## src/hw/rtl/bspd_pkg.sv

```systemverilog
// ----------------------------------------------------------------------------
// Sensor packet deframer package
// Shared constants, codes and types for the deframer block.
// ----------------------------------------------------------------------------
package bspd_pkg;

   // Frame buffer geometry.
   localparam int MAX_FRAME = 20;
   localparam int FILL_W    = $clog2(MAX_FRAME + 1);
   localparam int IDX_W     = $clog2(MAX_FRAME);
   localparam int LEN_W     = 5;
   localparam int CMP_W     = (FILL_W > LEN_W) ? FILL_W : LEN_W;
   localparam int IDLE_W    = 16;

   // Result field widths.
   localparam int OUT_LEN_W = 5;
   localparam int OUT_IDX_W = 5;

   // Configuration port.
   localparam int CSR_IDX_W  = 3;
   localparam int CSR_DATA_W = 16;

   localparam logic [CSR_IDX_W-1:0] CSR_ACCEL_LEN    = 3'd0;
   localparam logic [CSR_IDX_W-1:0] CSR_GYRO_LEN     = 3'd1;
   localparam logic [CSR_IDX_W-1:0] CSR_MAGNET_LEN   = 3'd2;
   localparam logic [CSR_IDX_W-1:0] CSR_QUAT_LEN     = 3'd3;
   localparam logic [CSR_IDX_W-1:0] CSR_LOCATION_LEN = 3'd4;
   localparam logic [CSR_IDX_W-1:0] CSR_TIMEOUT      = 3'd5;

   localparam logic [LEN_W-1:0]  RST_ACCEL_LEN    = 5'd15;
   localparam logic [LEN_W-1:0]  RST_GYRO_LEN     = 5'd15;
   localparam logic [LEN_W-1:0]  RST_MAGNET_LEN   = 5'd15;
   localparam logic [LEN_W-1:0]  RST_QUAT_LEN     = 5'd19;
   localparam logic [LEN_W-1:0]  RST_LOCATION_LEN = 5'd15;
   localparam logic [IDLE_W-1:0] RST_TIMEOUT      = 16'd10;

   // Input command codes.
   localparam logic CMD_BYTE = 1'b0;
   localparam logic CMD_TICK = 1'b1;

   // Frame characters.
   localparam logic [7:0] START_CHAR    = 8'h21;  // '!'
   localparam logic [7:0] TYPE_ACCEL    = 8'h41;  // 'A'
   localparam logic [7:0] TYPE_GYRO     = 8'h47;  // 'G'
   localparam logic [7:0] TYPE_MAGNET   = 8'h4D;  // 'M'
   localparam logic [7:0] TYPE_QUAT     = 8'h51;  // 'Q'
   localparam logic [7:0] TYPE_LOCATION = 8'h4C;  // 'L'

   typedef enum logic [1:0] {
      ST_OK        = 2'd0,
      ST_NO_DATA   = 2'd1,
      ST_BAD_START = 2'd2,
      ST_CHECKSUM  = 2'd3
   } status_type;

   typedef enum logic {
      S_COLLECT,
      S_EMIT
   } state_type;

   typedef struct packed {
      logic [LEN_W-1:0]  accel_len;
      logic [LEN_W-1:0]  gyro_len;
      logic [LEN_W-1:0]  magnet_len;
      logic [LEN_W-1:0]  quat_len;
      logic [LEN_W-1:0]  location_len;
      logic [IDLE_W-1:0] timeout;
   } csr_cfg_type;

   // Controller to datapath.
   typedef struct packed {
      logic take;    // input transaction accepted
      logic emit;    // load the next result into the output register
      logic finish;  // the final result is being loaded
   } dp_cmd_type;

   // Datapath to controller.
   typedef struct packed {
      logic close_hit;  // the offered input closes the frame
      logic emit_last;  // the result about to be emitted is the final one
   } dp_stat_type;

endpackage

```

## src/hw/rtl/bspd_req_if.sv

```systemverilog
// ----------------------------------------------------------------------------
// Request channel
// Valid/ready channel carrying received bytes and idle ticks.
// ----------------------------------------------------------------------------
interface bspd_req_if;
   logic       valid;
   logic       ready;
   logic       cmd;
   logic [7:0] rx_byte;

   modport source (output valid, output cmd, output rx_byte, input ready);
   modport sink   (input valid, input cmd, input rx_byte, output ready);
endinterface

```

## src/hw/rtl/bspd_rsp_if.sv

```systemverilog
// ----------------------------------------------------------------------------
// Response channel
// Valid/ready channel carrying deframed bytes and frame status.
// ----------------------------------------------------------------------------
interface bspd_rsp_if;
   logic       valid;
   logic       ready;
   logic [1:0] status;
   logic [4:0] frame_length;
   logic [4:0] byte_index;
   logic [7:0] frame_byte;
   logic       last;

   modport source (output valid, output status, output frame_length, output byte_index,
                   output frame_byte, output last, input ready);
   modport sink   (input valid, input status, input frame_length, input byte_index,
                   input frame_byte, input last, output ready);
endinterface

```

## src/hw/rtl/bspd_csr.sv

```systemverilog
// ----------------------------------------------------------------------------
// Deframer configuration registers
// Frame length per type byte and the idle timeout.
// ----------------------------------------------------------------------------
module bspd_csr import bspd_pkg::*; (
   input  logic                  clock,
   input  logic                  reset,
   input  logic                  csr_wr_en,
   input  logic [CSR_IDX_W-1:0]  csr_index,
   input  logic [CSR_DATA_W-1:0] csr_wdata,
   output csr_cfg_type           cfg
);

   csr_cfg_type cfg_ff;
   csr_cfg_type cfg_in;

   always_comb begin
      cfg_in = cfg_ff;
      if (csr_wr_en) begin
         case (csr_index)
            CSR_ACCEL_LEN:    cfg_in.accel_len    = csr_wdata[LEN_W-1:0];
            CSR_GYRO_LEN:     cfg_in.gyro_len     = csr_wdata[LEN_W-1:0];
            CSR_MAGNET_LEN:   cfg_in.magnet_len   = csr_wdata[LEN_W-1:0];
            CSR_QUAT_LEN:     cfg_in.quat_len     = csr_wdata[LEN_W-1:0];
            CSR_LOCATION_LEN: cfg_in.location_len = csr_wdata[LEN_W-1:0];
            CSR_TIMEOUT:      cfg_in.timeout      = csr_wdata[IDLE_W-1:0];
            default: ;
         endcase
      end
   end

   always_ff @(posedge clock) begin
      if (reset) begin
         cfg_ff.accel_len    <= RST_ACCEL_LEN;
         cfg_ff.gyro_len     <= RST_GYRO_LEN;
         cfg_ff.magnet_len   <= RST_MAGNET_LEN;
         cfg_ff.quat_len     <= RST_QUAT_LEN;
         cfg_ff.location_len <= RST_LOCATION_LEN;
         cfg_ff.timeout      <= RST_TIMEOUT;
      end else begin
         cfg_ff <= cfg_in;
      end
   end

   assign cfg = cfg_ff;

endmodule

```

## src/hw/rtl/bspd_ctrl.sv

```systemverilog
// ----------------------------------------------------------------------------
// Deframer controller
// Collects input transactions and sequences the emission of a closed frame.
// ----------------------------------------------------------------------------
module bspd_ctrl import bspd_pkg::*; (
   input  logic        clock,
   input  logic        reset,
   input  logic        req_valid,
   output logic        req_ready,
   output logic        rsp_valid,
   input  logic        rsp_ready,
   input  dp_stat_type stat,
   output dp_cmd_type  cmd
);

   state_type state_ff, state_in;
   logic      rsp_valid_ff, rsp_valid_in;
   logic      out_free;

   assign out_free = !rsp_valid_ff || rsp_ready;

   // Next state.
   always_comb begin
      state_in = state_ff;
      case (state_ff)
         S_COLLECT: begin
            if (req_valid && stat.close_hit) state_in = S_EMIT;
         end
         S_EMIT: begin
            if (out_free && stat.emit_last) state_in = S_COLLECT;
         end
         default: state_in = S_COLLECT;
      endcase
   end

   // Outputs.
   always_comb begin
      req_ready  = 1'b0;
      cmd.emit   = 1'b0;
      case (state_ff)
         S_COLLECT: req_ready = 1'b1;
         S_EMIT:    cmd.emit  = out_free;
         default: ;
      endcase
      cmd.take   = req_valid && req_ready;
      cmd.finish = cmd.emit && stat.emit_last;
   end

   always_comb begin
      if (cmd.emit) begin
         rsp_valid_in = 1'b1;
      end else if (rsp_ready) begin
         rsp_valid_in = 1'b0;
      end else begin
         rsp_valid_in = rsp_valid_ff;
      end
   end

   always_ff @(posedge clock) begin
      if (reset) begin
         state_ff     <= S_COLLECT;
         rsp_valid_ff <= 1'b0;
      end else begin
         state_ff     <= state_in;
         rsp_valid_ff <= rsp_valid_in;
      end
   end

   assign rsp_valid = rsp_valid_ff;

endmodule

```

## src/hw/rtl/bspd_dp.sv

```systemverilog
// ----------------------------------------------------------------------------
// Deframer datapath
// Frame buffer, running checksum, idle counter and the result register.
// ----------------------------------------------------------------------------
module bspd_dp import bspd_pkg::*; (
   input  logic                 clock,
   input  logic                 reset,
   input  logic                 req_cmd,
   input  logic [7:0]           req_rx_byte,
   input  csr_cfg_type          cfg,
   input  dp_cmd_type           cmd,
   output dp_stat_type          stat,
   output logic [1:0]           rsp_status,
   output logic [OUT_LEN_W-1:0] rsp_frame_length,
   output logic [OUT_IDX_W-1:0] rsp_byte_index,
   output logic [7:0]           rsp_frame_byte,
   output logic                 rsp_last
);

   logic [7:0]        store_ff [MAX_FRAME];
   logic [FILL_W-1:0] fill_ff, fill_in;
   logic [7:0]        sum_ff, sum_in;
   logic [7:0]        prev_sum_ff, prev_sum_in;
   logic [7:0]        last_ff, last_in;
   logic [7:0]        first_ff, first_in;
   logic [7:0]        type_ff, type_in;
   logic [IDLE_W-1:0] idle_ff, idle_in;
   logic [IDX_W-1:0]  emit_idx_ff, emit_idx_in;

   logic [1:0]           rsp_status_ff;
   logic [OUT_LEN_W-1:0] rsp_frame_length_ff;
   logic [OUT_IDX_W-1:0] rsp_byte_index_ff;
   logic [7:0]           rsp_frame_byte_ff;
   logic                 rsp_last_ff;

   logic              is_byte;
   logic              restart;
   logic [FILL_W-1:0] wr_idx;
   logic [FILL_W-1:0] fill_next;
   logic [7:0]        type_sel;
   logic [LEN_W-1:0]  type_len;
   logic [7:0]        sum_base;
   logic              byte_close;
   logic              tick_close;
   status_type        emit_status;
   logic              emit_ok;

   assign is_byte  = (req_cmd == CMD_BYTE);
   assign restart  = (req_rx_byte == START_CHAR);
   assign wr_idx   = restart ? '0 : fill_ff;
   assign fill_next = wr_idx + FILL_W'(1);

   // The type byte is the incoming one when it lands at position 1.
   assign type_sel = (wr_idx == FILL_W'(1)) ? req_rx_byte : type_ff;
   assign sum_base = (restart || fill_ff == '0) ? 8'd0 : sum_ff;

   always_comb begin
      case (type_sel)
         TYPE_ACCEL:    type_len = cfg.accel_len;
         TYPE_GYRO:     type_len = cfg.gyro_len;
         TYPE_MAGNET:   type_len = cfg.magnet_len;
         TYPE_QUAT:     type_len = cfg.quat_len;
         TYPE_LOCATION: type_len = cfg.location_len;
         default:       type_len = '0;
      endcase
   end

   assign byte_close = (fill_next == FILL_W'(MAX_FRAME)) ||
                       ((fill_next >= FILL_W'(2)) && (CMP_W'(fill_next) == CMP_W'(type_len)));
   assign tick_close = (idle_ff <= IDLE_W'(1));
   assign stat.close_hit = is_byte ? byte_close : tick_close;

   // Frame verdict from the collected summary registers.
   always_comb begin
      if (fill_ff == '0) begin
         emit_status = ST_NO_DATA;
      end else if (first_ff != START_CHAR) begin
         emit_status = ST_BAD_START;
      end else if (~prev_sum_ff != last_ff) begin
         emit_status = ST_CHECKSUM;
      end else begin
         emit_status = ST_OK;
      end
   end

   assign emit_ok        = (emit_status == ST_OK);
   assign stat.emit_last = !emit_ok || (FILL_W'(emit_idx_ff) + FILL_W'(1) == fill_ff);

   always_comb begin
      fill_in     = fill_ff;
      sum_in      = sum_ff;
      prev_sum_in = prev_sum_ff;
      last_in     = last_ff;
      first_in    = first_ff;
      type_in     = type_ff;
      idle_in     = idle_ff;
      emit_idx_in = emit_idx_ff;
      if (cmd.take) begin
         if (is_byte) begin
            fill_in     = fill_next;
            prev_sum_in = sum_base;
            sum_in      = sum_base + req_rx_byte;
            last_in     = req_rx_byte;
            idle_in     = cfg.timeout;
            if (wr_idx == '0) first_in = req_rx_byte;
            if (wr_idx == FILL_W'(1)) type_in = req_rx_byte;
         end else if (!tick_close) begin
            idle_in = idle_ff - IDLE_W'(1);
         end
      end
      if (cmd.emit) begin
         emit_idx_in = emit_idx_ff + IDX_W'(1);
      end
      if (cmd.finish) begin
         fill_in     = '0;
         sum_in      = '0;
         idle_in     = cfg.timeout;
         emit_idx_in = '0;
      end
   end

   always_ff @(posedge clock) begin
      if (reset) begin
         fill_ff     <= '0;
         sum_ff      <= '0;
         idle_ff     <= RST_TIMEOUT;
         emit_idx_ff <= '0;
      end else begin
         fill_ff     <= fill_in;
         sum_ff      <= sum_in;
         idle_ff     <= idle_in;
         emit_idx_ff <= emit_idx_in;
      end
   end

   always_ff @(posedge clock) begin
      prev_sum_ff <= prev_sum_in;
      last_ff     <= last_in;
      first_ff    <= first_in;
      type_ff     <= type_in;
      if (cmd.take && is_byte) begin
         store_ff[wr_idx[IDX_W-1:0]] <= req_rx_byte;
      end
      if (cmd.emit) begin
         rsp_status_ff       <= emit_status;
         rsp_frame_length_ff <= OUT_LEN_W'(fill_ff);
         rsp_byte_index_ff   <= emit_ok ? OUT_IDX_W'(emit_idx_ff) : '0;
         rsp_frame_byte_ff   <= emit_ok ? store_ff[emit_idx_ff] : 8'd0;
         rsp_last_ff         <= stat.emit_last;
      end
   end

   assign rsp_status       = rsp_status_ff;
   assign rsp_frame_length = rsp_frame_length_ff;
   assign rsp_byte_index   = rsp_byte_index_ff;
   assign rsp_frame_byte   = rsp_frame_byte_ff;
   assign rsp_last         = rsp_last_ff;

endmodule

```

## src/hw/rtl/ble_sensor_packet_deframer.sv

```systemverilog
// ----------------------------------------------------------------------------
// Sensor packet deframer
// Gathers received bytes into frames, closes them on length or idle timeout,
// checks start byte and checksum, and streams out the frame or an error.
//
//   Channel | Direction | Handshake       | Carries
//   --------+-----------+-----------------+----------------------------------
//   req_ch  | in        | valid/ready     | cmd, rx_byte
//   rsp_ch  | out       | valid/ready     | status, frame_length, byte_index,
//           |           |                 | frame_byte, last
//   csr_*   | in        | write enable    | register index, write data
//
// While collecting, one byte or tick transaction is accepted every cycle.
// A transaction that closes the frame is followed by 1 result (error) or n
// results (valid frame of n bytes, up to MAX_FRAME), one per cycle through
// the single output register; input is held off until the final result is
// loaded. A stalled rsp_ch holds the result and pauses emission.
// Reset is synchronous; there is no clearing pass after reset.
// ----------------------------------------------------------------------------
module ble_sensor_packet_deframer import bspd_pkg::*; (
   input  logic                  clock,
   input  logic                  reset,
   bspd_req_if.sink              req_ch,
   bspd_rsp_if.source            rsp_ch,
   input  logic                  csr_wr_en,
   input  logic [CSR_IDX_W-1:0]  csr_index,
   input  logic [CSR_DATA_W-1:0] csr_wdata
);

   csr_cfg_type cfg;
   dp_cmd_type  dp_cmd;
   dp_stat_type dp_stat;

   bspd_csr u_csr (
      .clock     (clock),
      .reset     (reset),
      .csr_wr_en (csr_wr_en),
      .csr_index (csr_index),
      .csr_wdata (csr_wdata),
      .cfg       (cfg)
   );

   bspd_ctrl u_ctrl (
      .clock     (clock),
      .reset     (reset),
      .req_valid (req_ch.valid),
      .req_ready (req_ch.ready),
      .rsp_valid (rsp_ch.valid),
      .rsp_ready (rsp_ch.ready),
      .stat      (dp_stat),
      .cmd       (dp_cmd)
   );

   bspd_dp u_dp (
      .clock            (clock),
      .reset            (reset),
      .req_cmd          (req_ch.cmd),
      .req_rx_byte      (req_ch.rx_byte),
      .cfg              (cfg),
      .cmd              (dp_cmd),
      .stat             (dp_stat),
      .rsp_status       (rsp_ch.status),
      .rsp_frame_length (rsp_ch.frame_length),
      .rsp_byte_index   (rsp_ch.byte_index),
      .rsp_frame_byte   (rsp_ch.frame_byte),
      .rsp_last         (rsp_ch.last)
   );

endmodule

```

## src/flat_wrapper.sv

```systemverilog
// flat-port wrapper written by rule: the top's interface ports become plain ports
module ble_sensor_packet_deframer_flat import bspd_pkg::*;
  (clock, reset, csr_wr_en, csr_index, csr_wdata, req_ch_valid, req_ch_cmd, req_ch_rx_byte, req_ch_ready, rsp_ch_valid, rsp_ch_status, rsp_ch_frame_length, rsp_ch_byte_index, rsp_ch_frame_byte, rsp_ch_last, rsp_ch_ready);
  bspd_req_if req_ch_i ();
  bspd_rsp_if rsp_ch_i ();
  input  logic clock;
  input  logic reset;
  input  logic csr_wr_en;
  input  logic [CSR_IDX_W-1:0] csr_index;
  input  logic [CSR_DATA_W-1:0] csr_wdata;
  input wire logic [$bits(req_ch_i.valid)-1:0] req_ch_valid;
  input wire logic [$bits(req_ch_i.cmd)-1:0] req_ch_cmd;
  input wire logic [$bits(req_ch_i.rx_byte)-1:0] req_ch_rx_byte;
  output wire logic [$bits(req_ch_i.ready)-1:0] req_ch_ready;
  output wire logic [$bits(rsp_ch_i.valid)-1:0] rsp_ch_valid;
  output wire logic [$bits(rsp_ch_i.status)-1:0] rsp_ch_status;
  output wire logic [$bits(rsp_ch_i.frame_length)-1:0] rsp_ch_frame_length;
  output wire logic [$bits(rsp_ch_i.byte_index)-1:0] rsp_ch_byte_index;
  output wire logic [$bits(rsp_ch_i.frame_byte)-1:0] rsp_ch_frame_byte;
  output wire logic [$bits(rsp_ch_i.last)-1:0] rsp_ch_last;
  input wire logic [$bits(rsp_ch_i.ready)-1:0] rsp_ch_ready;
  assign req_ch_i.valid = req_ch_valid;
  assign req_ch_i.cmd = req_ch_cmd;
  assign req_ch_i.rx_byte = req_ch_rx_byte;
  assign req_ch_ready = req_ch_i.ready;
  assign rsp_ch_valid = rsp_ch_i.valid;
  assign rsp_ch_status = rsp_ch_i.status;
  assign rsp_ch_frame_length = rsp_ch_i.frame_length;
  assign rsp_ch_byte_index = rsp_ch_i.byte_index;
  assign rsp_ch_frame_byte = rsp_ch_i.frame_byte;
  assign rsp_ch_last = rsp_ch_i.last;
  assign rsp_ch_i.ready = rsp_ch_ready;
  ble_sensor_packet_deframer u_core (.clock(clock), .reset(reset), .req_ch(req_ch_i), .rsp_ch(rsp_ch_i), .csr_wr_en(csr_wr_en), .csr_index(csr_index), .csr_wdata(csr_wdata));
endmodule
```

## config.mk

```make
export PLATFORM = sky130hd
export DESIGN_NAME = ble_sensor_packet_deframer_flat
export DESIGN_NICKNAME = d
export VERILOG_FILES = /design/src/hw/rtl/bspd_pkg.sv /design/src/hw/rtl/bspd_req_if.sv /design/src/hw/rtl/bspd_rsp_if.sv /design/src/hw/rtl/bspd_csr.sv /design/src/hw/rtl/bspd_ctrl.sv /design/src/hw/rtl/bspd_dp.sv /design/src/hw/rtl/ble_sensor_packet_deframer.sv /design/src/flat_wrapper.sv
export SDC_FILE = /design/constraint.sdc
export NUM_CORES = 1
export LEC_CHECK = 0
export BUFFER_PORTS_ARGS = -buffer_cell sky130_fd_sc_hd__buf_2
export CORE_MARGIN = 8
export CORE_UTILIZATION = 31
export DETAILED_ROUTE_END_ITERATION = 10
export GPL_TIMING_DRIVEN = 0
export SYNTH_ARGS = -nofsm -noshare
export SYNTH_HDL_FRONTEND = slang
export SYNTH_SLANG_ARGS = --single-unit
```

## constraint.sdc

```tcl
create_clock -name clock -period 8.7 [get_ports clock]
set_input_delay 0.87 -clock clock [delete_from_list [all_inputs] [get_ports clock]]
set_output_delay 0.87 -clock clock [all_outputs]
set_load 0.02 [all_outputs]
```

### Word-level counts from Yosys, hierarchy flattened

Memories as Yosys holds them, arrays and structs flattened. A register that Yosys moved wholly into a read port is not among the register bits.
Index checks and enable logic that the tools add are counted.

* add/sub/neg operators: 4
* bitwise gates (word level): 3
* eq/ne operators: 18
* reductions and logical operators: 29
* multiplexer cells: 21
* order comparisons: 2

Operators with widths (count)
* 2-to-1 mux 16 bit: 4
* equality test 8 x 7 -> 1 bit (second input constant): 5
* case mux 5 bit (5 select lines): 1
* less-or-equal comparator 16 x 1 -> 1 bit (second input constant): 1
* 2-to-1 mux 8 bit: 2
* AND reduction 2 bit: 8
* subtractor 16 x 1 -> 16 bit (second input constant): 1
* adder 5 x 1 -> 5 bit (second input constant): 2
* equality test 5 bit: 2
* zero test 5 bit: 2
* 2-to-1 mux 1 bit: 9
* adder 8 bit: 1
* equality test 8 x 6 -> 1 bit (second input constant): 1
* != test 8 x 6 -> 1 bit (second input constant): 1
* != test 8 bit: 1
* NOT 8 bit: 1
* equality test 3 x 2 -> 1 bit (second input constant): 2
* equality test 3 bit (second input constant): 2
* logical AND 1 bit: 6
* 2-to-1 mux 2 bit: 3
* equality test 5 x 1 -> 1 bit (second input constant): 1
* equality test 5 bit (second input constant): 1
* greater-or-equal comparator 5 x 2 -> 1 bit (second input constant): 1
* 2-to-1 mux 5 bit: 1
* 11 further kinds: 18

* memory bits (writable): 160
* output and inout bits: 23
* memories kept: 1
* bits in registers: 122

Memories
* u_core.u_dp.store_ff: words 20, width 8, read ports 1, clocked after Yosys merged registers in 1, write ports 1, line bspd_dp.sv:20 `logic [7:0] store_ff [MAX_FRAME];`

### Longest topological paths before layout

Gate-level depths: netlist of run 1.

* depth in word-level cells: 13
* mapped depth: 17

### By module

From an unflattened synthesis of run 1, not the netlist that was laid out.

* cells, all modules: 920
* area total of the unflattened synthesis: 12827.3 um^2

By module, submodules not included
* bspd_dp: cells an instance 746, sequential area each 7076.8 um^2, instances 1, area each 11031.8 um^2
* bspd_csr: cells an instance 163, sequential area each 820.8 um^2, instances 1, area each 1689.1 um^2
* bspd_ctrl: cells an instance 11, sequential area each 40.0 um^2, instances 1, area each 106.4 um^2

### Worst setup path after synthesis of run 1

No wires, ideal clock.

* kind: input -> register
* start point: in req_ch_rx_byte[6]
* end point: reg u_core.u_ctrl.state_ff
* arrival time: 4.268 ns
* stages on the path: 16
* path slack: 4.308 ns
* buffers on the path: 3
* library setup time: 0.124 ns
* path through: or4b_4 -> buf_6 -> or3_4 -> clkbuf_1 -> nand2_1 -> ha_1 -> nor4b_1 -> a22oi_1 -> and2_1 -> buf_2 -> inv_2 -> mux2i_1 -> nor3_2 -> o31a_1 -> o2111ai_1 -> o41ai_2

* cells in the longest elaborated chain, start to end: 13
* elaborated cells between the ends (all ways): 20
* those cells by class: add/sub: 1; order compare: 1; eq/ne: 9; mux: 6; reduce/logical: 3

RTL lines
* start: declaration: line flat_wrapper.sv:13 `input wire logic [$bits(req_ch_i.rx_byte)-1:0] req_ch_rx_byte;`
* equality test 8 x 6 -> 1 bit (*): line bspd_dp.sv:49 `assign restart = (req_rx_byte == START_CHAR);`
* 2-to-1 mux 5 bit (*): line bspd_dp.sv:50 `assign wr_idx = restart ? '0 : fill_ff;`
* equality test 5 x 1 -> 1 bit (*): line bspd_dp.sv:54 `assign type_sel = (wr_idx == FILL_W'(1)) ? req_rx_byte : type_ff;`
* 2-to-1 mux 8 bit (*)
* via u_core.u_dp.type_sel[4]: line bspd_dp.sv:40 `logic [7:0] type_sel;`
* equality test 8 x 7 -> 1 bit: line bspd_dp.sv:58 `case (type_sel)`
* case mux 5 bit (5 select lines) (*): line bspd_dp.sv:58
* equality test 5 bit (*): line bspd_dp.sv:69 `((fill_next >= FILL_W'(2)) && (CMP_W'(fill_next) == CMP_W'(type_len)));`
* logical AND 1 bit (*): line bspd_dp.sv:69
* logical OR 1 bit (*): line bspd_dp.sv:68 `assign byte_close = (fill_next == FILL_W'(MAX_FRAME)) ||`
* 2-to-1 mux 1 bit (*): line bspd_dp.sv:71 `assign stat.close_hit = is_byte ? byte_close : tick_close;`
* logical AND 1 bit (*): line bspd_ctrl.sv:27 `if (req_valid && stat.close_hit) state_in = S_EMIT;`
* 2-to-1 mux 1 bit (*): line bspd_ctrl.sv:27
* case mux 1 bit (2 select lines) (*): line bspd_ctrl.sv:25 `case (state_ff)`
* end signal: assignment: line bspd_ctrl.sv:64 `state_ff <= state_in;`
* end: declaration: line bspd_ctrl.sv:16 `state_type state_ff, state_in;`

The timed path passes the listed nets; every way through them passes the cells marked *.
A chain may end at the register's enable or synchronous reset.

### Final worst setup path of run 1

* start point: in req_ch_rx_byte[3]
* end point: reg u_core.u_ctrl.state_ff

* elaborated cells between the ends (all ways): 20
* those cells by class: add/sub: 1; order compare: 1; eq/ne: 9; mux: 6; reduce/logical: 3

RTL lines
* equality test 8 x 6 -> 1 bit (*): line bspd_dp.sv:49
* 2-to-1 mux 5 bit (*): line bspd_dp.sv:50
* adder 5 x 1 -> 5 bit (*): line bspd_dp.sv:51 `assign fill_next = wr_idx + FILL_W'(1);`
* via u_core.u_dp.fill_next[0]: line bspd_dp.sv:39 `logic [FILL_W-1:0] fill_next;`
* greater-or-equal comparator 5 x 2 -> 1 bit or equality test 5 bit (tied branches): line bspd_dp.sv:69
* logical AND 1 bit: line bspd_dp.sv:69
* logical OR 1 bit (*): line bspd_dp.sv:68
* 2-to-1 mux 1 bit (*): line bspd_dp.sv:71
* logical AND 1 bit (*): line bspd_ctrl.sv:27
* 2-to-1 mux 1 bit (*): line bspd_ctrl.sv:27
* case mux 1 bit (2 select lines) (*): line bspd_ctrl.sv:25

Marks and branches as above.

==> results of run 1 <==
metal layers:
layer / routed length [um] / part of all wire / up-vias
met5: 0 / 0 / -
met4: 458 / 0.016 / 0
met3: 1672 / 0.058 / 36
met2: 13460 / 0.47 / 228
met1: 13050 / 0.46 / 3824
li1: - / - / 3654
sequential cells by signal, summed over array words and instances, names as in the netlist, 2 cells and up:
signal / cells
u_core.u_dp.sum_ff: 8
u_core.u_csr.cfg: 41
u_core.u_dp.emit_idx_ff: 5
u_core.u_dp.fill_ff: 5
u_core.u_dp.last_ff: 8
u_core.u_dp.rsp_frame_length: 5
u_core.u_dp.type_ff: 8
u_core.u_dp.first_ff: 8
u_core.u_dp.store_ff: 160
u_core.u_dp.prev_sum_ff: 8
u_core.u_dp.rsp_byte_index: 5
u_core.u_dp.idle_ff: 16
u_core.u_dp.rsp_frame_byte: 8
u_core.u_dp.rsp_status: 2
worst reg2reg max path, stage by stage, from the launching register on:
cell and delay, ns:
dfxtp_1 0.36, clkbuf_1 0.22, or3_1 0.37, buf_2 0.20, or3_1 0.40, clkbuf_1 0.27
nand3_1 0.19, inv_1 0.09, ha_1 0.27, a21o_1 0.17, a21oi_1 0.21, o21bai_1 0.09
a21oi_1 0.24, o21bai_1 0.10, a21oi_1 0.20, xnor2_1 0.09, a211oi_1 0.21
cells by family after synthesis:
group                    synth area share
flip-flops                         0.6357
adder cells (fa/ha/maj)           0.01663
XOR/XNOR                          0.02104
multiplexers                       0.1169
buffers and inverters             0.02425
AO/OA/AOI/OAI                     0.06925
AND/OR/NAND/NOR                    0.1161
synthesized netlist by cell type, drive strengths merged, types with 2 or more instances:
master   instances
a211oi           4
a21o             3
a21oi           47
a221oi           4
a22oi            9
a31o             3
and2            20
and3            15
buf             14
clkbuf          34
clkinv           2
dfxtp           77
edfxtp         213
ha              15
inv             27
mux2             7
mux2i           30
mux4            48
nand2          115
nand2b           3
nand3           26
nand4            5
nor2            55
nor2b           10
nor3            24
nor3b            4
nor4             4
nor4b            5
o2111ai          2
o211ai           6
o21ai           33
o21bai           3
o311ai           3
o31a             2
o31ai            2
o32ai            2
o41ai            2
or2              2
or3              7
or4b             2
xnor2           17
xor2            13
per-stage QoR:
stage / utilization / setup slack, ns / area, sq um / instances
4_1_cts: 0.3650 / 3.717 / 14500 / 1565
3_3_place_gp: 0.3376 / 3.235 / 13410 / 1509
5_1_grt: 0.3651 / 3.313 / 14510 / 1565
2_1_floorplan: - / 4.308 / 12490 / 930
3_5_place_dp: 0.3380 / 3.153 / 13430 / 1510
6_report: 0.3651 / 3.652 / 14510 / 1565
power by group through the flow:
stage,sequential (mW),combinational (mW),clock [mW]
floorplan,1.55,0.106,0
global placement,1.55,0.168,0
detailed placement,1.55,0.170,0
CTS,1.52,0.171,1.41
global route,1.52,0.188,1.46
finish,1.52,0.170,1.38
how the worst max path moves through the flow:
stage                                  from                endpoint  slack, ns
after global routing      req_ch_rx_byte[3]  u_core.u_ctrl.state_ff       3.31
after floorplan           req_ch_rx_byte[6]  u_core.u_ctrl.state_ff       4.31
after detailed placement  req_ch_rx_byte[5]  u_core.u_ctrl.state_ff       3.15
after CTS                 req_ch_rx_byte[5]  u_core.u_ctrl.state_ff       3.72
after global placement    req_ch_rx_byte[5]  u_core.u_ctrl.state_ff       3.24
final                     req_ch_rx_byte[3]  u_core.u_ctrl.state_ff       3.65
area by class of cell:
cell class	count	area [sq um]
multi-input cells	563	4257
repair buffers	55	277.8
clock buffers	30	750.7
plain buffers	48	195.2
well taps	525	656.9
fillers	3823	25230
inverters	29	108.9
clock inverters	25	322.8
flip-flops and latches	290	7938
==> results by group, run 1 <==
Clocking
  – CTS resizes: 0
  – Clock transition at the registers of the reported paths: approximately 0.06 ns
  – Cts hold-fix bufs: 0
  – Num Clock Sinks: 290
  – Clock Latency Late Sink: approximately 0.58 ns
  – Total CTS buffers: 30
  – # H-tree levels: 1
  – Clock root cell: clkbuf_16
  – TritonCTS clock tree: done
  – Post-CTS setup buffers: 0
  – Worst-case clock buffer depth: 3

STA
  – Period utilization: 0.5803
  – Slew @ Worst Pin: between 1 and 1.5 ns
  – Max-slew violations: 0
  – RSZ-0062 raised after global routing: false
  – Layout Skew: 0.02817 ns
  – Setup tns final: 0 ns
  – Setup Viol. Count Final: 0
  – Minimum clock period: 5.048 ns
  – Endpoints failing hold: 0
  – Hold WS: ~0.45 ns
  – Relative slew slack: 0.2137
  – Fmax: approximately 200 MHz

Cells and area
  – Number of diodes: 0
  – Most common cell after layout, fill and taps aside: edfxtp_1
  – Layout area overhead: 16.18%
  – Share of layout cells above drive strength 1: 0.1779
  – Final Net Count: 1066
  – Commonest non-fill, non-tap cells in the layout: edfxtp_1, nand2_1, dfxtp_1, buf_2, nor2_1

Placed design
  – IO Port Bufs: 54
  – Routability congestion estimate: 0.8248
  – Detail Placement HPWL: 19.40 mm

Critical path
  – CP Data Arrival Time: between 5 and 6 ns
  – CP Class: in2reg
  – Cell family with most CP delay: simple AND/OR/NAND/NOR gates
  – Reg2reg start: u_core.u_dp.fill_ff[2]
  – FF-to-FF path depth: 16
  – Cell-by-cell listing of the critical path: buf_2 > or3b_1 > clkbuf_1 > or3_4 > clkbuf_1 > nand2_1 > inv_1 > ha_1 > nor4b_1 > a22oi_1 > and2_1 > inv_1 > or2_1 > nor2_1 > a221oi_1 > xnor2_1 > o41ai_2
  – Max Fanout on Critical Path: 27
  – CP max stage cell: nor4b_1
  – Worst path required time: 9.16 ns
  – Crit path largest cell delay: between 0.8 and 0.9 ns
  – Crit. path cell count: 17
  – Worst Setup End Kind: flip-flop
  – R2R Setup Slk: 4.92 ns
  – WP buf/inv: 5
  – R2r endpoint: u_core.u_dp.sum_ff[7]
  – CP startpoint kind: primary input

Synthesis
  – Yosys reg bits: just under 300
  – EDFF count, synth: 213
  – Synth area leaders: edfxtp_1, dfxtp_1, mux4_2, nand2_1, mux2i_1
  – Mapped Area: between 0.01 and 0.015 sq mm
  – Post-Syn Instances: 930
  – FFs w/ async S/R, synth: 0
  – Primary FF master, synth: edfxtp_1
  – Synth warn: 0
  – Sequential fraction of the synthesis area: 0.6357
  – Yosys top cell by area: edfxtp_1
  – Synth cell types: 69
  – Share of the synthesized area in the top cell type: 0.5123
  – Mapped Nets: 979
  – Post-Syn Area per Cell: between 10 and 15 sq um

GRT
  – Routing usage on met2: 0.1951
  – Vias in the first global route: approximately 7800
  – Initial antenna violation count: 0
  – GRT Total Usage: 0.1201
  – GRT busiest layer: met2
  – GRT overflow: 0
  – Grt met3 use: 0.02340
  – Largest net degree at the start of global routing: 34
  – Met1 usage: 0.1649
  – First-pass GRT wire length: between 40 and 50 mm

Pwr
  – Switching Fraction: 0.2169
  – Sequential share of power: 0.495
  – Peak VDD IR: about 130 uV
  – Net switching power: around 0.67 mW
  – Static leakage: 5.022 nW
  – Pint: approximately 2.4 mW
  – Total chip power: 3.070 mW
  – Clk pwr share: 0.449
  – Logic pwr share: 0.055
  – Pwr Density: about 210 mW/mm^2

Detailed routing
  – Initial DRT Pass Iterations: 5
  – Initial DRC count: between 400 and 500
  – DR DRC count: 0
  – Post-Route WL: approximately 29 mm
  – Post-DR vias/cell: 4.947
  – Post-DR wirelength/cell: ~18 um
  – Via count: about 7700
  – Final ANT Viol Nets: 0

Hold path
  – Hold path start: u_core.u_dp.sum_ff[6]
  – Worst Hold Depth: 2
  – Hold EP: u_core.u_dp.sum_ff[6]
  – HP Class: reg2reg

Die
  – Die Width: between 200 and 250 um
  – Initial Util: 0.3142
  – Row count: between 70 and 80
  – Die area: approximately 0.047 sq mm
  – Die H: roughly 220 um
  – Core ar.: 0.03973 sq mm
  – Top-level I/O count: 56

Job
  – Total of max-cap violations: 0

Status
  – Outcome: finished, final reports clean
No activity file was read; power rests on OpenSTA's default activity.
==> run 2: changes to the inputs <==
- ABC_AREA: unset -> 1
- clock period: 8.7 -> 4.4 ns (I/O delays scaled with it)
==> run 2 against run 1 <==
  * Sequential share of layout area about the same
  * Area after synthesis up 0.72%
  * Critical path depth up 7
  * Critical endpoint unchanged
  * Largest cell class unchanged
==> results by group, run 2 <==
Clocking
  – Worst-case clock buffer depth: 3
  – Total CTS buffers: 30
  – TritonCTS clock tree: done
  – Cts hold-fix bufs: 0
  – Num Clock Sinks: 290
  – Post-CTS setup buffers: 0
  – Clock Latency Late Sink: between 0.5 and 0.6 ns
  – Clock root cell: clkbuf_16
  – CTS resizes: 0
  – Clock transition at the registers of the reported paths: about 0.06 ns
  – # H-tree levels: 1

Critical path
  – CP max stage cell: buf_2
  – Most frequent CP cell: nand2_1
  – Crit path largest cell delay: about 0.44 ns
  – Cell-by-cell listing of the critical path: buf_2 > inv_2 > nand2_1 > nor2_1 > nand2_2 > inv_1 > nor2_1 > ha_1 > clkbuf_1 > buf_2 > nand3_1 > nand2_1 > nand2_2 > nor2_4 > nand3_1 > o21ai_1 > inv_1 > nand3_1 > nand2_1 > nor2_1 > nand3_1 > nand2_1 > nand2_1 > a21oi_2
  – Worst Setup End Kind: flip-flop
  – CP startpoint kind: primary input
  – CP Class: in2reg
  – Max Fanout on Critical Path: 25
  – Worst path required time: ~5 ns
  – CP Data Arrival Time: about 4.1 ns

GRT
  – GRT Total Usage: 0.1318
  – First-pass GRT wire length: 49.87 mm
  – Initial antenna violation count: 0
  – Largest net degree at the start of global routing: 34
  – GRT overflow: 0
  – Vias in the first global route: around 8900

Synthesis
  – Compound-Gate Fraction of Synth Area: 0.1188
  – Primary FF master, synth: edfxtp_1
  – Post-Syn Area per Cell: between 10 and 15 sq um
  – XOR/XNOR Fraction of Synth Area: 0.01741
  – Yosys reg bits: a little under 300
  – Most frequent cell after synthesis: edfxtp_1
  – Combinational family with the most area after synthesis: simple AND/OR/NAND/NOR gates
  – Synth area leaders: edfxtp_1, dfxtp_1, nand2_1, nor2_1, inv_1
  – Share of the synthesized area in the top cell type: 0.5086
  – Synth warn: 0
  – Synth cell types: 48
  – Adder-Cell Fraction of Synth Area: 0.01652
  – Mapped Nets: 1253
  – Post-synth top cells: edfxtp_1, nand2_1, nor2_1
  – Simple-gate area share of the yosys netlist: 0.1633
  – Mapped Area: between 0.01 and 0.015 sq mm
  – Sequential fraction of the synthesis area: 0.6312
  – EDFF count, synth: roughly 210
  – FFs w/ async S/R, synth: 0
  – Post-Syn Instances: 1204
  – Mux cell area share after synthesis: 0
  – Yosys top cell by area: edfxtp_1

Detailed routing
  – Initial DRC count: slightly below 700
  – Post-Route WL: about 32 mm
  – Via count: around 9000
  – Final ANT Viol Nets: 0
  – Post-DR wirelength/cell: between 15 and 20 um
  – Post-DR vias/cell: approximately 4.9
  – Initial DRT Pass Iterations: 5
  – DR DRC count: 0

STA
  – Endpoints failing hold: 0
  – Setup tns final: 0 ns
  – Minimum clock period: ~3.6 ns
  – Max-slew violations: 0
  – Slew @ Worst Pin: 0.9790 ns
  – Fmax: around 280 MHz
  – Setup Viol. Count Final: 0
  – Period utilization: 0.8161
  – Layout Skew: 0.02345 ns
  – Relative slew slack: 0.3449
  – RSZ-0062 raised after global routing: false
  – Worst setup margin: 0.8089 ns

Cells and area
  – Final Net Count: 1340
  – Largest register FFs: 160
  – Commonest non-fill, non-tap cells in the layout: edfxtp_1, nand2_1, nor2_1, inv_1, dfxtp_1
  – Number of diodes: 0
  – Layout area overhead: 15.37%
  – Share of layout cells above drive strength 1: 0.1187
  – Most common cell after layout, fill and taps aside: edfxtp_1

Placed design
  – IO Port Bufs: 54
  – Detail Placement HPWL: approximately 22 mm
  – Routability congestion estimate: between 0.8 and 0.9
  – Pre-CTS setup slack: between 0.2 and 0.25 ns

Pwr
  – Static leakage: 5.457 nW
  – Peak VDD IR: a little under 300 uV
  – Sequential share of power: 0.506
  – Logic pwr share: 0.065
  – Pwr Density: 412.3 mW/mm^2
  – Pint: around 4.6 mW
  – Clk pwr share: 0.430
  – Net switching power: approximately 1.4 mW
  – Switching Fraction: 0.2322

Die
  – Initial Util: 0.3151
  – Die area: between 0.04 and 0.05 sq mm
  – Die Width: 217.4 um
  – Top-level I/O count: 56
  – Core ar.: 0.03991 sq mm
  – Row count: 73
  – Die H: roughly 220 um

Status
  – Outcome: finished, final reports clean

Job
  – Total of max-cap violations: 0

Hold path
  – HP Class: in2reg
[run 2: cell types whose count changed after synthesis, moves of 10 or more]
| cell | previous run | this run |
|---|---|---|
| and3_1 | 15 | 0 |
| nand3_1 | 25 | 65 |
| nor2b_1 | 10 | 0 |
| and2_1 | 20 | 0 |
| nand2_1 | 115 | 204 |
| o221ai_1 | 0 | 42 |
| mux4_2 | 48 | 0 |
| mux2i_1 | 30 | 0 |
| nor2_1 | 54 | 151 |
| o21ai_0 | 32 | 72 |
| a21oi_1 | 47 | 65 |
| inv_1 | 25 | 103 |
| nor3_1 | 23 | 5 |
[run 2: stage by stage]
| step | hold WS, ns | utilization | std cells | instance area [sq um] | power, mW |
|---|---|---|---|---|---|
| floorplan | 0.4245 | - | 1204 | 12580 | 3.327 |
| global placement | 0.4476 | 0.3383 | 1783 | 13500 | 3.461 |
| detailed placement | 0.4523 | 0.3387 | 1784 | 13520 | 3.469 |
| CTS | 0.07758 | 0.3635 | 1839 | 14510 | 6.015 |
| global route | 0.1047 | 0.3635 | 1839 | 14510 | 6.172 |
| finish | 0.09912 | 0.3635 | 1839 | 14510 | 5.981 |
[run 2: layout make-up]
cell class / instances / area (sq um)
Inverter: 113 / 424.2
Tap cell: 525 / 656.9
Buffer: 52 / 240.2
Fill cell: 3923 / 25410
Timing Repair Buffer: 55 / 285.3
Multi-Input combinational cell: 749 / 3976
Sequential cell: 290 / 7938
Clock inverter: 23 / 230.2
Clock buffer: 32 / 758.2
[run 2: cells by family after synthesis]
logic type	Yosys count
AOI/OAI and AO/OA	237
xor gates and xnor gates	25
adders and majority gates	16
buffers and inverters	165
DFF	290
and+or+nand+nor	471
[run 2: worst paths after layout]
path / from / endpoint / slack, ns / cells after the start
max: req_ch_rx_byte[1] / u_core.u_ctrl.state_ff / 0.81 / 24
min: csr_wdata[8] / u_core.u_csr.cfg[8] / 0.1 / 3
max reg2reg: u_core.u_dp.fill_ff[0] / u_core.u_ctrl.state_ff / 1.15 / 19
min reg2reg: u_core.u_csr.cfg[13] / u_core.u_csr.cfg[13] / 0.46 / 2
[run 2: worst max-delay path: cells and delay by family]
| kind | cells | cell delay (ns) |
|---|---|---|
| buf+inv | 6 | 1.43 |
| fa+ha+maj | 1 | 0.24 |
| simple gates | 15 | 1.74 |
| compound gates | 2 | 0.23 |
[run 2: layer usage]
layer,GRT usage,vias to the layer above,share of wire,wire [um]
li1,-,4392,-,-
met1,0.1785,4322,0.46,14760
met2,0.2154,267,0.45,14460
met3,0.02538,56,0.059,1877
met4,0.03201,0,0.023,746
met5,0,-,0,0
[run 2: power groups by stage]
stage	clock network (mW)	registers (mW)	logic, mW
2_1_floorplan	0	3.07	0.254
3_3_place_gp	0	3.08	0.381
3_5_place_dp	0	3.08	0.387
4_1_cts	2.60	3.02	0.389
5_1_grt	2.71	3.03	0.436
6_report	2.57	3.02	0.386
==> run 3: changes to the inputs <==
- ABC_AREA: 1 -> 0
- clock period: 4.4 -> 3.7 ns (I/O delays scaled with it)
==> run 3 against run 2 <==
  * Routed wire length down 9.9%
  * Final cell count decreased by 15%
  * Register-to-register slack got worse by 0.93 ns
  * Design area up 0.47%
  * Sequential cell count unchanged
  * Sequential share of layout area down 0.24 points
  * Sequential power up 19%
  * First-iteration DRC count fell by 11%
  * Global-route usage fell by 1.1 points
  * Critical path type unchanged
  * Largest cell class unchanged
==> results by group, run 3 (synthesized netlist as in run 1, its figures left out) <==
Cells and area
  – Largest register FFs: 160
  – Fill cell count: 3796
  – Layout area overhead: 16.75%
  – Area of the multi-input gates: between 0.004 and 0.005 sq mm
  – Finished Layout Cells: roughly 1600
  – Post-route cell area: between 0.01 and 0.015 sq mm
  – Final Net Count: 1067
  – Most common cell after layout, fill and taps aside: edfxtp_1
  – Commonest non-fill, non-tap cells in the layout: edfxtp_1, nand2_1, dfxtp_1, nor2_1, buf_2
  – Number of diodes: 0
  – Register area: roughly 0.008 sq mm
  – Share of layout cells above drive strength 1: 0.1929

Die
  – Die Width: 216.7 um
  – Core ar.: between 0.03 and 0.04 sq mm
  – Die area: around 0.047 sq mm
  – Initial Util: 0.3142
  – Die H: 216.7 um
  – Row count: 73
  – Top-level I/O count: 56

Critical path
  – R2r endpoint: u_core.u_dp.sum_ff[7]
  – Reg2reg start: u_core.u_dp.fill_ff[4]
  – CP Class: in2reg
  – Worst Setup End Kind: flip-flop
  – FF-to-FF path depth: 15
  – R2R Setup Slk: between 0.2 and 0.25 ns
  – Max Fanout on Critical Path: 26
  – Worst path required time: roughly 4.2 ns
  – CP Data Arrival Time: 4.03 ns
  – CP max stage cell: or4b_4
  – CP startpoint kind: primary input
  – Crit path largest cell delay: 0.55 ns
  – Cell-by-cell listing of the critical path: buf_6 > or4b_4 > buf_6 > or3_4 > clkbuf_4 > nand2_2 > inv_1 > ha_2 > nor4b_4 > a22oi_1 > and2_1 > clkbuf_4 > mux2i_2 > nor3_2 > or4b_1 > o2111ai_1 > o41ai_2

Clocking
  – Num Clock Sinks: 290
  – Total CTS buffers: 31
  – Clock Latency Late Sink: roughly 0.58 ns
  – TritonCTS clock tree: done
  – Clock root cell: clkbuf_16
  – Cts hold-fix bufs: 0
  – Clock transition at the registers of the reported paths: ~0.06 ns
  – Worst-case clock buffer depth: 3
  – # H-tree levels: 1

Placed design
  – Placed cell areas: around 0.013 sq mm
  – Detail Placement HPWL: 19.39 mm
  – IO Port Bufs: between 50 and 60
  – Routability congestion estimate: about 0.83
  – Inst Count DP: between 1500 and 2000

Detailed routing
  – DR DRC count: 0
  – Initial DRT Pass Iterations: 5
  – Via count: approximately 7800
  – Post-Route WL: approximately 29 mm
  – Post-DR wirelength/cell: about 18 um
  – Post-DR vias/cell: between 4 and 5
  – Final ANT Viol Nets: 0
  – Initial DRC count: between 600 and 700

Status
  – Outcome: finished, final reports clean

Pwr
  – Static leakage: a little over 5 nW
  – Peak VDD IR: roughly 330 uV
  – Pwr Density: 482.7 mW/mm^2

STA
  – Minimum clock period: between 3 and 4 ns
  – Endpoints failing hold: 0
  – Slew @ Worst Pin: approximately 1.3 ns
  – Max-slew violations: 0
  – Layout Skew: roughly 0.015 ns
  – Setup Viol. Count Final: 0
  – Period utilization: 0.9625
  – Relative slew slack: 0.1579
  – Fmax: ~280 MHz

Hold path
  – Hold EP: u_core.u_csr.cfg[5]
  – Worst Hold Depth: 3
  – HP Class: in2reg
  – Hold path start: csr_wdata[5]

GRT
  – GRT Total Usage: 0.1204
  – Initial antenna violation count: 0
  – Vias in the first global route: slightly below 8000
  – GRT overflow: 0
  – Largest net degree at the start of global routing: 34
  – First-pass GRT wire length: roughly 45 mm

Job
  – Total of max-cap violations: 0
## run 3: worst max-delay path by stage
stage                      start                           to  slack, ns  cells past startpoint
5_1_grt        req_ch_rx_byte[6]       u_core.u_ctrl.state_ff      -0.04                     17
3_3_place_gp   req_ch_rx_byte[5]  u_core.u_dp.store_ff[17][0]      -0.99                      9
6_report       req_ch_rx_byte[6]       u_core.u_ctrl.state_ff       0.14                     17
4_1_cts        req_ch_rx_byte[6]       u_core.u_ctrl.state_ff       0.01                     17
3_5_place_dp   req_ch_rx_byte[5]       u_core.u_ctrl.state_ff      -0.99                     17
2_1_floorplan  req_ch_rx_byte[6]       u_core.u_ctrl.state_ff       0.02                     16
## run 3: through the flow
step	power [mW]	TNS [ns]	hold WS, ns	util	worst slack (ns)
6_report	7.036	0	0.02518	0.3669	0.1387
3_5_place_dp	4.046	-12.51	0.4461	0.3381	-0.9905
2_1_floorplan	3.887	0	0.4064	-	0.01739
3_3_place_gp	4.039	-20.23	0.4397	0.3377	-0.9866
4_1_cts	7.087	0	0.0003884	0.3641	0.01268
5_1_grt	7.274	-0.04359	0.01842	0.3669	-0.04359
## run 3: worst max-delay path: cells and delay by family
kind,cells,cell delay (ns)
AOI/OAI and AO/OA,3,0.39
buffers and inverters,5,0.83
muxes,1,0.26
adders and majority gates,1,0.20
and+or+nand+nor,7,1.96
## run 3: layout make-up
class	instances	area share
inverter	29	0.007639
clock buffer	49	0.06154
multi-input combinational	563	0.2973
timing repair buffer	59	0.02361
sequential	290	0.5447
clock inverter	8	0.007210
buffer	44	0.01288
tap	525	0.04506
## run 3: where the power goes
group | leakage (nW) | switching, mW | total, mW | internal (mW)
clock | 0.489 | 1.24 | 3.04 | 1.80
sequential | 2.55 | 0.0324 | 3.58 | 3.54
combinational | 1.99 | 0.266 | 0.421 | 0.155
total | 5.03 | 1.54 | 7.04 | 5.50
## run 3: what timing repair did
item,CTS,global route
buffers inserted,0,4
endpoints found under the setup margin,2,3
pin swaps,0,6
gates resized for setup,14,22
## run 3: layer usage
layer,GRT usage,share of wire
met1,0.1639,0.46
met2,0.1995,0.47
met3,0.02173,0.048
met4,0.02412,0.017
met5,0,0
